===== config.mk =====
export PLATFORM = sky130hd
export DESIGN_NAME = button_debounce_menu_select_flat
export DESIGN_NICKNAME = d
export VERILOG_FILES = /design/src/rtl/core/bdms_pkg.sv /design/src/rtl/core/bdms_in_if.sv /design/src/rtl/core/bdms_out_if.sv /design/src/rtl/core/bdms_datapath.sv /design/src/rtl/core/bdms_ctrl.sv /design/src/rtl/core/button_debounce_menu_select.sv /design/src/flat_wrapper.sv
export SDC_FILE = /design/constraint.sdc
export NUM_CORES = 1
export LEC_CHECK = 0
export ABC_CLOCK_PERIOD_IN_PS = 7440
export BUFFER_PORTS_ARGS = -buffer_cell sky130_fd_sc_hd__buf_2
export CAP_MARGIN = 15
export CORE_MARGIN = 2
export CORE_UTILIZATION = 63
export DETAILED_ROUTE_END_ITERATION = 10
export GPL_TIMING_DRIVEN = 0
export HOLD_SLACK_MARGIN = 0.06
export PLACE_DENSITY_LB_ADDON = 0.15
export SETUP_SLACK_MARGIN = 0.5
export SLEW_MARGIN = 30
export SYNTH_ARGS = -nofsm -noshare
export SYNTH_HDL_FRONTEND = slang
export SYNTH_SLANG_ARGS = --single-unit

===== constraint.sdc =====
create_clock -name clk -period 7.44 [get_ports clk]
set_input_delay 1.488 -clock clk [delete_from_list [all_inputs] [get_ports clk]]
set_output_delay 1.488 -clock clk [all_outputs]
set_load 0.01 [all_outputs]

===== src/rtl/core/bdms_pkg.sv =====
// Shared constants, codes, command/status types and the menu lookup
// for the button debounce / menu select block. No dependencies.
`default_nettype none

package bdms_pkg;

  localparam int NUM_BUTTONS = 5;
  localparam int TICK_BITS   = 32;
  localparam int BTN_W       = $clog2(NUM_BUTTONS);

  // Field widths of the channel words
  localparam int IDX_W    = 3;
  localparam int TICK_IN_W = 32;
  localparam int ENC_W    = 16;
  localparam int CFG_W    = 16;
  localparam int MENU_W   = 2;
  localparam int DIR_W    = 2;
  localparam int STATES_W = 5;

  localparam logic [CFG_W-1:0] DEBOUNCE_RST = 16'd50;

  localparam logic MODE_EVENT = 1'b0;
  localparam logic MODE_POLL  = 1'b1;

  localparam logic [BTN_W-1:0] MENU_BUTTONS = BTN_W'(4);
  localparam logic [BTN_W-1:0] ENC_PUSH_BTN = BTN_W'(4);

  localparam logic [MENU_W-1:0] MENU_TIMEBASE  = 2'd0;
  localparam logic [MENU_W-1:0] MENU_CHANNELS  = 2'd1;
  localparam logic [MENU_W-1:0] MENU_DIVISIONS = 2'd2;
  localparam logic [MENU_W-1:0] MENU_TRIGGER   = 2'd3;

  localparam logic [DIR_W-1:0] DIR_NONE = 2'd0;
  localparam logic [DIR_W-1:0] DIR_DOWN = 2'd1;
  localparam logic [DIR_W-1:0] DIR_UP   = 2'd2;

  typedef struct packed {
    logic load_item;
    logic ev_cmp;
    logic ev_wr;
    logic scan_clr;
    logic scan_step;
    logic enc_upd;
    logic out_load;
  } bdms_cmd_t;

  typedef struct packed {
    logic scan_last;
  } bdms_sts_t;

  // Menu button to menu mode
  function automatic logic [MENU_W-1:0] menu_of(input logic [1:0] btn);
    logic [MENU_W-1:0] m;
    unique case (btn)
      2'd0:    m = MENU_CHANNELS;
      2'd1:    m = MENU_TIMEBASE;
      2'd2:    m = MENU_DIVISIONS;
      default: m = MENU_TRIGGER;
    endcase
    return m;
  endfunction

endpackage

`default_nettype wire


===== src/rtl/core/bdms_in_if.sv =====
// Input channel interface: valid/ready plus one event or poll word.
// Depends on bdms_pkg for field widths.
`default_nettype none

interface bdms_in_if;
  logic                           valid;
  logic                           ready;
  logic                           mode;
  logic [bdms_pkg::IDX_W-1:0]     button_index;
  logic                           pin_level;
  logic [bdms_pkg::TICK_IN_W-1:0] tick_ms;
  logic [bdms_pkg::ENC_W-1:0]     encoder_count;

  modport source (output valid, mode, button_index, pin_level, tick_ms, encoder_count,
                  input ready);
  modport sink   (input valid, mode, button_index, pin_level, tick_ms, encoder_count,
                  output ready);
endinterface

`default_nettype wire


===== src/rtl/core/bdms_out_if.sv =====
// Result channel interface: valid/ready plus one status word.
// Depends on bdms_pkg for field widths.
`default_nettype none

interface bdms_out_if;
  logic                          valid;
  logic                          ready;
  logic [bdms_pkg::MENU_W-1:0]   menu_mode;
  logic                          main_pressed;
  logic [bdms_pkg::DIR_W-1:0]    encoder_direction;
  logic [bdms_pkg::STATES_W-1:0] button_states;

  modport source (output valid, menu_mode, main_pressed, encoder_direction, button_states,
                  input ready);
  modport sink   (input valid, menu_mode, main_pressed, encoder_direction, button_states,
                  output ready);
endinterface

`default_nettype wire


===== src/rtl/core/bdms_datapath.sv =====
// Datapath: item capture, per-button stamps and flags, poll scan counter,
// encoder tracking and the result register. Depends on bdms_pkg.
`default_nettype none

module bdms_datapath (
  input  wire logic                            clk,
  input  wire logic                            rst_n,
  input  wire bdms_pkg::bdms_cmd_t             cmd,
  output bdms_pkg::bdms_sts_t                  sts,
  input  wire logic                            cfg_we,
  input  wire logic [bdms_pkg::CFG_W-1:0]      cfg_data,
  input  wire logic                            in_mode,
  input  wire logic [bdms_pkg::IDX_W-1:0]      in_button_index,
  input  wire logic                            in_pin_level,
  input  wire logic [bdms_pkg::TICK_IN_W-1:0]  in_tick_ms,
  input  wire logic [bdms_pkg::ENC_W-1:0]      in_encoder_count,
  output logic                                 item_poll,
  output logic [bdms_pkg::MENU_W-1:0]          out_menu_mode,
  output logic                                 out_main_pressed,
  output logic [bdms_pkg::DIR_W-1:0]           out_encoder_direction,
  output logic [bdms_pkg::STATES_W-1:0]        out_button_states
);

  localparam int WIDE_W = bdms_pkg::IDX_W + bdms_pkg::BTN_W;

  // Captured item
  logic                             mode_in_r;
  logic [bdms_pkg::IDX_W-1:0]       idx_r;
  logic                             level_r;
  logic [bdms_pkg::TICK_BITS-1:0]   now_r;
  logic [bdms_pkg::ENC_W-1:0]       count_r;

  // Block state
  logic [bdms_pkg::CFG_W-1:0]       debounce_r;
  logic [bdms_pkg::NUM_BUTTONS-1:0] pressed_r;
  logic [bdms_pkg::NUM_BUTTONS-1:0] pending_r;
  logic [bdms_pkg::TICK_BITS-1:0]   press_stamp_r   [bdms_pkg::NUM_BUTTONS];
  logic [bdms_pkg::TICK_BITS-1:0]   release_stamp_r [bdms_pkg::NUM_BUTTONS];
  logic [bdms_pkg::MENU_W-1:0]      menu_r;
  logic                             main_r;
  logic [bdms_pkg::DIR_W-1:0]       dir_r;
  logic [bdms_pkg::ENC_W-1:0]       last_count_r;
  logic [bdms_pkg::BTN_W-1:0]       scan_cnt_r;
  logic                             lock_ok_r;

  // Result register
  logic [bdms_pkg::MENU_W-1:0]      res_menu_r;
  logic                             res_main_r;
  logic [bdms_pkg::DIR_W-1:0]       res_dir_r;
  logic [bdms_pkg::STATES_W-1:0]    res_states_r;

  logic [WIDE_W-1:0]                idx_wide;
  logic                             in_range;
  logic [bdms_pkg::BTN_W-1:0]       sel;
  logic [bdms_pkg::TICK_BITS-1:0]   press_diff;
  logic [bdms_pkg::TICK_BITS-1:0]   release_diff;
  logic [bdms_pkg::TICK_BITS-1:0]   debounce_ext;

  assign idx_wide     = WIDE_W'(idx_r);
  assign in_range     = idx_wide < WIDE_W'(bdms_pkg::NUM_BUTTONS);
  assign sel          = idx_wide[bdms_pkg::BTN_W-1:0];
  assign press_diff   = now_r - press_stamp_r[sel];
  assign release_diff = now_r - release_stamp_r[sel];
  assign debounce_ext = bdms_pkg::TICK_BITS'(debounce_r);

  assign sts.scan_last = (scan_cnt_r == bdms_pkg::BTN_W'(bdms_pkg::NUM_BUTTONS - 1));
  assign item_poll     = (mode_in_r == bdms_pkg::MODE_POLL);

  assign out_menu_mode         = res_menu_r;
  assign out_main_pressed      = res_main_r;
  assign out_encoder_direction = res_dir_r;
  assign out_button_states     = res_states_r;

  always_ff @(posedge clk) begin
    if (cmd.load_item) begin
      mode_in_r <= in_mode;
      idx_r     <= in_button_index;
      level_r   <= in_pin_level;
      now_r     <= in_tick_ms[bdms_pkg::TICK_BITS-1:0];
      count_r   <= in_encoder_count;
    end
    if (cmd.out_load) begin
      res_menu_r   <= menu_r;
      res_main_r   <= main_r;
      res_dir_r    <= dir_r;
      res_states_r <= pressed_r[bdms_pkg::STATES_W-1:0];
    end
  end

  always_ff @(posedge clk) begin
    if (!rst_n) begin
      debounce_r   <= bdms_pkg::DEBOUNCE_RST;
      pressed_r    <= '0;
      pending_r    <= '0;
      menu_r       <= bdms_pkg::MENU_TIMEBASE;
      main_r       <= 1'b0;
      dir_r        <= bdms_pkg::DIR_NONE;
      last_count_r <= '0;
      scan_cnt_r   <= '0;
      lock_ok_r    <= 1'b0;
      for (int i = 0; i < bdms_pkg::NUM_BUTTONS; i++) begin
        press_stamp_r[i]   <= '0;
        release_stamp_r[i] <= '0;
      end
    end else begin
      if (cfg_we) begin
        debounce_r <= cfg_data;
      end
      // Lockout check: both stamps must lie strictly beyond the interval
      if (cmd.ev_cmp) begin
        lock_ok_r <= in_range && (press_diff > debounce_ext) && (release_diff > debounce_ext);
      end
      if (cmd.ev_wr && lock_ok_r) begin
        if (level_r) begin
          press_stamp_r[sel] <= now_r;
          pressed_r[sel]     <= 1'b1;
          pending_r[sel]     <= 1'b1;
        end else begin
          release_stamp_r[sel] <= now_r;
          pressed_r[sel]       <= 1'b0;
        end
      end
      if (cmd.scan_clr) begin
        scan_cnt_r <= '0;
      end else if (cmd.scan_step) begin
        // Apply one pending press per cycle, lowest index first
        if (pending_r[scan_cnt_r]) begin
          if (scan_cnt_r < bdms_pkg::MENU_BUTTONS) begin
            menu_r <= bdms_pkg::menu_of(scan_cnt_r[1:0]);
          end else if (scan_cnt_r == bdms_pkg::ENC_PUSH_BTN) begin
            main_r <= 1'b1;
          end
        end
        pending_r[scan_cnt_r] <= 1'b0;
        scan_cnt_r            <= scan_cnt_r + 1'b1;
      end
      if (cmd.enc_upd && (count_r != last_count_r)) begin
        dir_r        <= (count_r < last_count_r) ? bdms_pkg::DIR_DOWN : bdms_pkg::DIR_UP;
        last_count_r <= count_r;
      end
    end
  end

endmodule

`default_nettype wire


===== src/rtl/core/bdms_ctrl.sv =====
// Controller: sequences one word at a time through event or poll steps
// and owns the result valid flag. Depends on bdms_pkg.
`default_nettype none

module bdms_ctrl (
  input  wire logic                clk,
  input  wire logic                rst_n,
  input  wire logic                in_valid,
  output logic                     in_ready,
  output logic                     out_valid,
  input  wire logic                out_ready,
  input  wire logic                item_poll,
  input  wire bdms_pkg::bdms_sts_t sts,
  output bdms_pkg::bdms_cmd_t      cmd
);

  localparam logic [2:0] S_IDLE   = 3'd0;
  localparam logic [2:0] S_EV_CMP = 3'd1;
  localparam logic [2:0] S_EV_WR  = 3'd2;
  localparam logic [2:0] S_SCAN   = 3'd3;
  localparam logic [2:0] S_ENC    = 3'd4;
  localparam logic [2:0] S_DONE   = 3'd5;

  logic [2:0] state_r;
  logic [2:0] state_nxt;
  logic       out_valid_r;
  logic       out_valid_nxt;
  logic       in_fire;
  logic       out_free;

  assign in_ready  = (state_r == S_IDLE);
  assign in_fire   = in_valid && in_ready;
  assign out_valid = out_valid_r;
  assign out_free  = !out_valid_r || out_ready;

  always_comb begin
    state_nxt = state_r;
    cmd       = '0;
    unique case (state_r)
      S_IDLE: begin
        if (in_fire) begin
          cmd.load_item = 1'b1;
          cmd.scan_clr  = 1'b1;
          state_nxt     = S_EV_CMP;
        end
      end
      S_EV_CMP: begin
        if (item_poll) begin
          state_nxt = S_SCAN;
        end else begin
          cmd.ev_cmp = 1'b1;
          state_nxt  = S_EV_WR;
        end
      end
      S_EV_WR: begin
        cmd.ev_wr = 1'b1;
        state_nxt = S_DONE;
      end
      S_SCAN: begin
        cmd.scan_step = 1'b1;
        if (sts.scan_last) begin
          state_nxt = S_ENC;
        end
      end
      S_ENC: begin
        cmd.enc_upd = 1'b1;
        state_nxt   = S_DONE;
      end
      S_DONE: begin
        if (out_free) begin
          cmd.out_load = 1'b1;
          state_nxt    = S_IDLE;
        end
      end
      default: begin
        state_nxt = S_IDLE;
      end
    endcase
  end

  always_comb begin
    out_valid_nxt = out_valid_r;
    if (cmd.out_load) begin
      out_valid_nxt = 1'b1;
    end else if (out_ready) begin
      out_valid_nxt = 1'b0;
    end
  end

  always_ff @(posedge clk) begin
    if (!rst_n) begin
      state_r     <= S_IDLE;
      out_valid_r <= 1'b0;
    end else begin
      state_r     <= state_nxt;
      out_valid_r <= out_valid_nxt;
    end
  end

  // Never overwrite a result that has not been taken
  a_load_free: assert property (@(posedge clk) disable iff (!rst_n)
    cmd.out_load |-> out_free)
    else $error("result register overwritten while occupied");

  // One word in flight: an accept always leaves the idle state
  a_one_item: assert property (@(posedge clk) disable iff (!rst_n)
    in_fire |=> !in_ready)
    else $error("second word accepted while busy");

  // The scan ends on the last button and goes on to the encoder step
  a_scan_exit: assert property (@(posedge clk) disable iff (!rst_n)
    (state_r == S_SCAN && sts.scan_last) |=> (state_r == S_ENC))
    else $error("poll scan did not finish into encoder step");

  // Every finished word shows up as a valid result next cycle
  a_load_valid: assert property (@(posedge clk) disable iff (!rst_n)
    cmd.out_load |=> out_valid_r)
    else $error("loaded result not presented");

endmodule

`default_nettype wire


===== src/rtl/core/button_debounce_menu_select.sv =====
// Top level of the five-button timestamp-lockout debouncer with menu select.
// Depends on bdms_pkg, bdms_in_if, bdms_out_if, bdms_ctrl, bdms_datapath.
//
//   channel  | dir | handshake        | word
//   ---------+-----+------------------+----------------------------------------
//   in_ch    | in  | valid/ready      | mode, button_index, pin_level, tick_ms,
//            |     |                  | encoder_count
//   out_ch   | out | valid/ready      | menu_mode, main_pressed,
//            |     |                  | encoder_direction, button_states
//   cfg_*    | in  | cfg_we strobe    | cfg_data = debounce_ms
//
// Pin event: compare step, write step, then the final step loads the result register.
// Poll: mode check, scan at one entry per cycle, encoder step, then the final step.
// One word is in work at a time; the next word is taken as soon as the previous
// one is in the result register, even if that result is still waiting.
// A stalled result holds the controller in its final step until out_ch.ready.
// rst_n is synchronous and active low; debounce_ms returns to 50 on reset.
`default_nettype none

module button_debounce_menu_select (
  input  wire logic                       clk,
  input  wire logic                       rst_n,
  bdms_in_if.sink                         in_ch,
  bdms_out_if.source                      out_ch,
  input  wire logic                       cfg_we,
  input  wire logic [bdms_pkg::CFG_W-1:0] cfg_data
);

  bdms_pkg::bdms_cmd_t cmd;
  bdms_pkg::bdms_sts_t sts;
  logic                item_poll;

  // Sequencing: accept, run event or poll steps, publish
  bdms_ctrl u_ctrl (
    .clk       (clk),
    .rst_n     (rst_n),
    .in_valid  (in_ch.valid),
    .in_ready  (in_ch.ready),
    .out_valid (out_ch.valid),
    .out_ready (out_ch.ready),
    .item_poll (item_poll),
    .sts       (sts),
    .cmd       (cmd)
  );

  // Stamps, flags, encoder tracking and the result register
  bdms_datapath u_dp (
    .clk                   (clk),
    .rst_n                 (rst_n),
    .cmd                   (cmd),
    .sts                   (sts),
    .cfg_we                (cfg_we),
    .cfg_data              (cfg_data),
    .in_mode               (in_ch.mode),
    .in_button_index       (in_ch.button_index),
    .in_pin_level          (in_ch.pin_level),
    .in_tick_ms            (in_ch.tick_ms),
    .in_encoder_count      (in_ch.encoder_count),
    .item_poll             (item_poll),
    .out_menu_mode         (out_ch.menu_mode),
    .out_main_pressed      (out_ch.main_pressed),
    .out_encoder_direction (out_ch.encoder_direction),
    .out_button_states     (out_ch.button_states)
  );

endmodule

`default_nettype wire

===== src/flat_wrapper.sv =====
// flat-port wrapper written by rule: the top's interface ports become plain ports
module button_debounce_menu_select_flat 
  (clk, rst_n, cfg_we, cfg_data, in_ch_valid, in_ch_mode, in_ch_button_index, in_ch_pin_level, in_ch_tick_ms, in_ch_encoder_count, in_ch_ready, out_ch_valid, out_ch_menu_mode, out_ch_main_pressed, out_ch_encoder_direction, out_ch_button_states, out_ch_ready);
  bdms_in_if in_ch_i ();
  bdms_out_if out_ch_i ();
  input  wire logic clk;
  input  wire logic rst_n;
  input  wire logic cfg_we;
  input  wire logic [bdms_pkg::CFG_W-1:0] cfg_data;
  input wire logic [$bits(in_ch_i.valid)-1:0] in_ch_valid;
  input wire logic [$bits(in_ch_i.mode)-1:0] in_ch_mode;
  input wire logic [$bits(in_ch_i.button_index)-1:0] in_ch_button_index;
  input wire logic [$bits(in_ch_i.pin_level)-1:0] in_ch_pin_level;
  input wire logic [$bits(in_ch_i.tick_ms)-1:0] in_ch_tick_ms;
  input wire logic [$bits(in_ch_i.encoder_count)-1:0] in_ch_encoder_count;
  output wire logic [$bits(in_ch_i.ready)-1:0] in_ch_ready;
  output wire logic [$bits(out_ch_i.valid)-1:0] out_ch_valid;
  output wire logic [$bits(out_ch_i.menu_mode)-1:0] out_ch_menu_mode;
  output wire logic [$bits(out_ch_i.main_pressed)-1:0] out_ch_main_pressed;
  output wire logic [$bits(out_ch_i.encoder_direction)-1:0] out_ch_encoder_direction;
  output wire logic [$bits(out_ch_i.button_states)-1:0] out_ch_button_states;
  input wire logic [$bits(out_ch_i.ready)-1:0] out_ch_ready;
  assign in_ch_i.valid = in_ch_valid;
  assign in_ch_i.mode = in_ch_mode;
  assign in_ch_i.button_index = in_ch_button_index;
  assign in_ch_i.pin_level = in_ch_pin_level;
  assign in_ch_i.tick_ms = in_ch_tick_ms;
  assign in_ch_i.encoder_count = in_ch_encoder_count;
  assign in_ch_ready = in_ch_i.ready;
  assign out_ch_valid = out_ch_i.valid;
  assign out_ch_menu_mode = out_ch_i.menu_mode;
  assign out_ch_main_pressed = out_ch_i.main_pressed;
  assign out_ch_encoder_direction = out_ch_i.encoder_direction;
  assign out_ch_button_states = out_ch_i.button_states;
  assign out_ch_i.ready = out_ch_ready;
  button_debounce_menu_select u_core (.clk(clk), .rst_n(rst_n), .in_ch(in_ch_i), .out_ch(out_ch_i), .cfg_we(cfg_we), .cfg_data(cfg_data));
endmodule

==> metrics.md <==
| Metric | Value |
|---|---|
| Status | complete, no violations |
| Worst-margin pin slew | 1.07 ns |
| First-pass GRT wire length | 125000 um |
| Pwr dens | 276 nW/um^2 |
| Max Freq | 0.152 GHz |
| Crit-path cells | clkbuf_1 -> clkbuf_2 -> mux2i_1 -> inv_1 -> fa_1 -> nor2b_1 -> o2111a_1 -> nor3_1 -> a21oi_1 -> a31oi_1 -> xnor2_1 -> ha_1 -> nand4_1 -> nor4_2 -> and2_1 -> nor2_1 -> a2111oi_2 -> and4b_1 -> o2111ai_1 -> nor4_4 -> nor3_1 |
| Vias in the first global route | 19977 |
| RSZ-0062 raised after global routing | false |
| Placed insts | 2903 |
| Post-CTS setup buffers | 0 |
| Syn avg cell area | 14.0 um^2 |
| CTS tree | done |
| Hold Slack | 0.452 ns |
| Synth Instances | 2182 |
| Die Footprint | 50100 um^2 |
| Crit path buf inv count | 3 |
| Antenna violations before repair | 2 |
| Leakage | 12.9 nW |
| Core area | 47700 um^2 |
| Clk_skew | 0.0409 ns |
| Hold Startpoint | u_core.u_dp.menu_r[1] |
| Area Overhead vs Synth | 13.2% |
| DIE WIDTH | 224 um |
| Clock buffer count from CTS | 66 |
| CP arrival | 7.07 ns |
| Post-Route WL | 83900 um |
| Worst setup EP type | flop |
| Vias | 20232 |
| Most frequent cells in the layout | 575 x edfxtp_1, 187 x and2_1, 129 x mux4_2 |
| Tcrit/Tclk final | 0.884 |
| Worst rel slew slack | 0.289 |
| Antenna-violating nets left | 0 |
| CTS Hold Bufs | 0 |
| Rows | 80 |
| Reg area | 18400 um^2 |
| Most common cell after layout, fill and taps aside | edfxtp_1 |
| Area occupied by multi-input gates | 11500 um^2 |
| WS Path Type | reg -> reg |
| CP Launch Type | flop |
| GPL Wtd Cong | 0.920 |
| Die Ht | 224 um |
| Max Root-Sink Buffers | 3 |
| Starting Density | 0.638 |
| GRT Total Usage | 0.341 |
| Post-synthesis sequential area ratio | 0.605 |
| Root Driver | clkbuf_16 |
| DRT Pass-1 Iters | 5 |
| Yosys cell types | 74 |
| Dpl hpwl | 56900 um |
| Largest net degree at the start of global routing | 34 |
| # diodes | 0 |
| Ys async rst share | 0 |
| Mapped Area | 30500 um^2 |
| Delay-heaviest family, CP | simple AND/OR/NAND/NOR gates |
| Global route overflow | 0 |
| Worst-Skew Late Latency | 0.63 ns |
| Setup slack, reg-to-reg | 0.87 ns |
| Top-level port count | 86 |
| IO buf count | 84 |
| Number of H-tree levels | 3 |
| # clock sinks | 633 |
| HP Class | reg -> reg |
| Endpoints failing hold | 0 |
| Crit Path Max Fanout | 10 |
| Share of cells above drive strength 1 | 0.169 |
| DRC errors left | 0 |
| CP required | 7.94 ns |
| # fillers | 3080 |
| Non-filler instance count after layout | 3023 |
| Ys flop type | edfxtp_1 |
| Syn. warnings | 0 |
| DRT iter0 DRCs | 2436 |
| Vias/cell | 6.69 |
| Crit path top cell by count | nor3_1 |
| Final setup viols | 0 |
| Peak supply drop | 0.215 mV |
| Slowest CP cell | clkbuf_1 |
| Wire per inst | 27.8 um |
| Fin nets | 2547 |
| Post-synth EDFFs | 575 |
| Synth Net Count | 2373 |
| Max-cap violations | 0 |
| Overall power | 9.51 mW |
| Slowest stage delay, CP | 0.74 ns |
| Final Max Slew Viols | 0 |
| Final min period | 6.57 ns |
| Clk pin slew, worst setup/hold paths | 0.06 ns |
| #FFs+latches synth | 633 |
cell families (layout without fill, tap and decap cells):
logic type	count (synthesis)	after routing	synth area share
simple gates	689	689	0.122
flops	633	633	0.605
compound gates	305	305	0.0652
mux	217	217	0.125
buf+inv	179	405	0.0227
fa+ha+maj	117	117	0.0485
xor+xnor	42	42	0.0121
state kept, by name (all words and copies together), names as in the netlist, 2 cells and up, named ones only:
| register | flops |
|---|---|
| u_core.u_dp.debounce_r | 16 |
| u_core.u_dp.scan_cnt_r | 3 |
| u_core.u_ctrl.state_r | 3 |
| u_core.u_dp.out_button_states | 5 |
| u_core.u_dp.idx_r | 3 |
| u_core.u_dp.release_stamp_r | 256 |
| u_core.u_dp.pending_r | 5 |
| u_core.u_dp.count_r | 16 |
| u_core.u_dp.menu_r | 2 |
| u_core.u_dp.press_stamp_r | 256 |
| u_core.u_dp.out_menu_mode | 2 |
| u_core.u_dp.now_r | 32 |
| u_core.u_dp.last_count_r | 16 |
| u_core.u_dp.dir_r | 2 |
| u_core.u_dp.out_encoder_direction | 2 |
worst reg2reg max path, stage by stage, from the launching register on:
cell       delay [ns]
dfxtp_1          0.31
clkbuf_1         0.74
clkbuf_2         0.54
mux2i_1          0.47
inv_1            0.12
fa_1             0.45
nor2b_1          0.27
o2111a_1         0.28
nor3_1           0.10
a21oi_1          0.39
a31oi_1          0.16
xnor2_1          0.17
ha_1             0.33
nand4_1          0.15
nor4_2           0.21
and2_1           0.20
nor2_1           0.05
a2111oi_2        0.45
and4b_1          0.31
o2111ai_1        0.20
nor4_4           0.44
nor3_1           0.10
final cells by class:
type                    count  area share
inverters                  53     0.00577
flip-flops and latches    633       0.534
repair buffers            106      0.0272
well taps                 615      0.0223
clock buffers              87      0.0532
plain buffers             126      0.0160
clock inverters            33     0.00653
multi-input cells        1370       0.335
synthesized netlist by cell type, types with 22 or more instances:
library cell,count,area [um^2]
and2_1,187,1170
mux2i_1,80,801
dfxtp_1,58,1160
and3_1,121,757
clkbuf_1,102,383
a21oi_1,104,521
inv_1,52,195
nand2_1,98,368
ha_1,115,1440
nor3_1,41,205
o21ai_0,46,230
mux4_2,129,2910
xnor2_1,22,193
nor2_1,114,428
nand4_1,33,206
a21o_1,27,203
edfxtp_1,575,17300
nand3_1,29,145
stage by stage:
step | setup slack (ns) | TNS [ns] | area, um^2 | utilization
CTS | 0.529 | 0 | 34500 | 0.722
global route | 0.576 | 0 | 34500 | 0.722
floorplan | 1.91 | 0 | 30500 | -
finish | 0.866 | 0 | 34500 | 0.722
global placement | -1.20 | -1.20 | 31700 | 0.663
detailed placement | -0.733 | -0.733 | 32300 | 0.677
power breakdown:
part	internal, mW	leakage (nW)	switching (mW)
registers	3.99	6.09	0.132
logic	0.877	5.85	1.33
clock network	1.79	1.01	1.39
worst paths after layout:
check,depth (start not counted),to
max,21,u_core.u_dp.lock_ok_r
min,0,u_core.u_dp.out_menu_mode[1]
max reg2reg,21,u_core.u_dp.lock_ok_r
min reg2reg,0,u_core.u_dp.out_menu_mode[1]
routing by layer:
layer	GRT usage	routed length (um)
met2	0.525	38600
met4	0.149	3630
met3	0.0672	9040
met1	0.480	32600
met5	0	8
repair_timing:
item                       CTS  global route
setup endpoints to repair    1             1
gates resized for setup     27            13
pin swaps                    0             1
(Power assumes the default switching activity.)
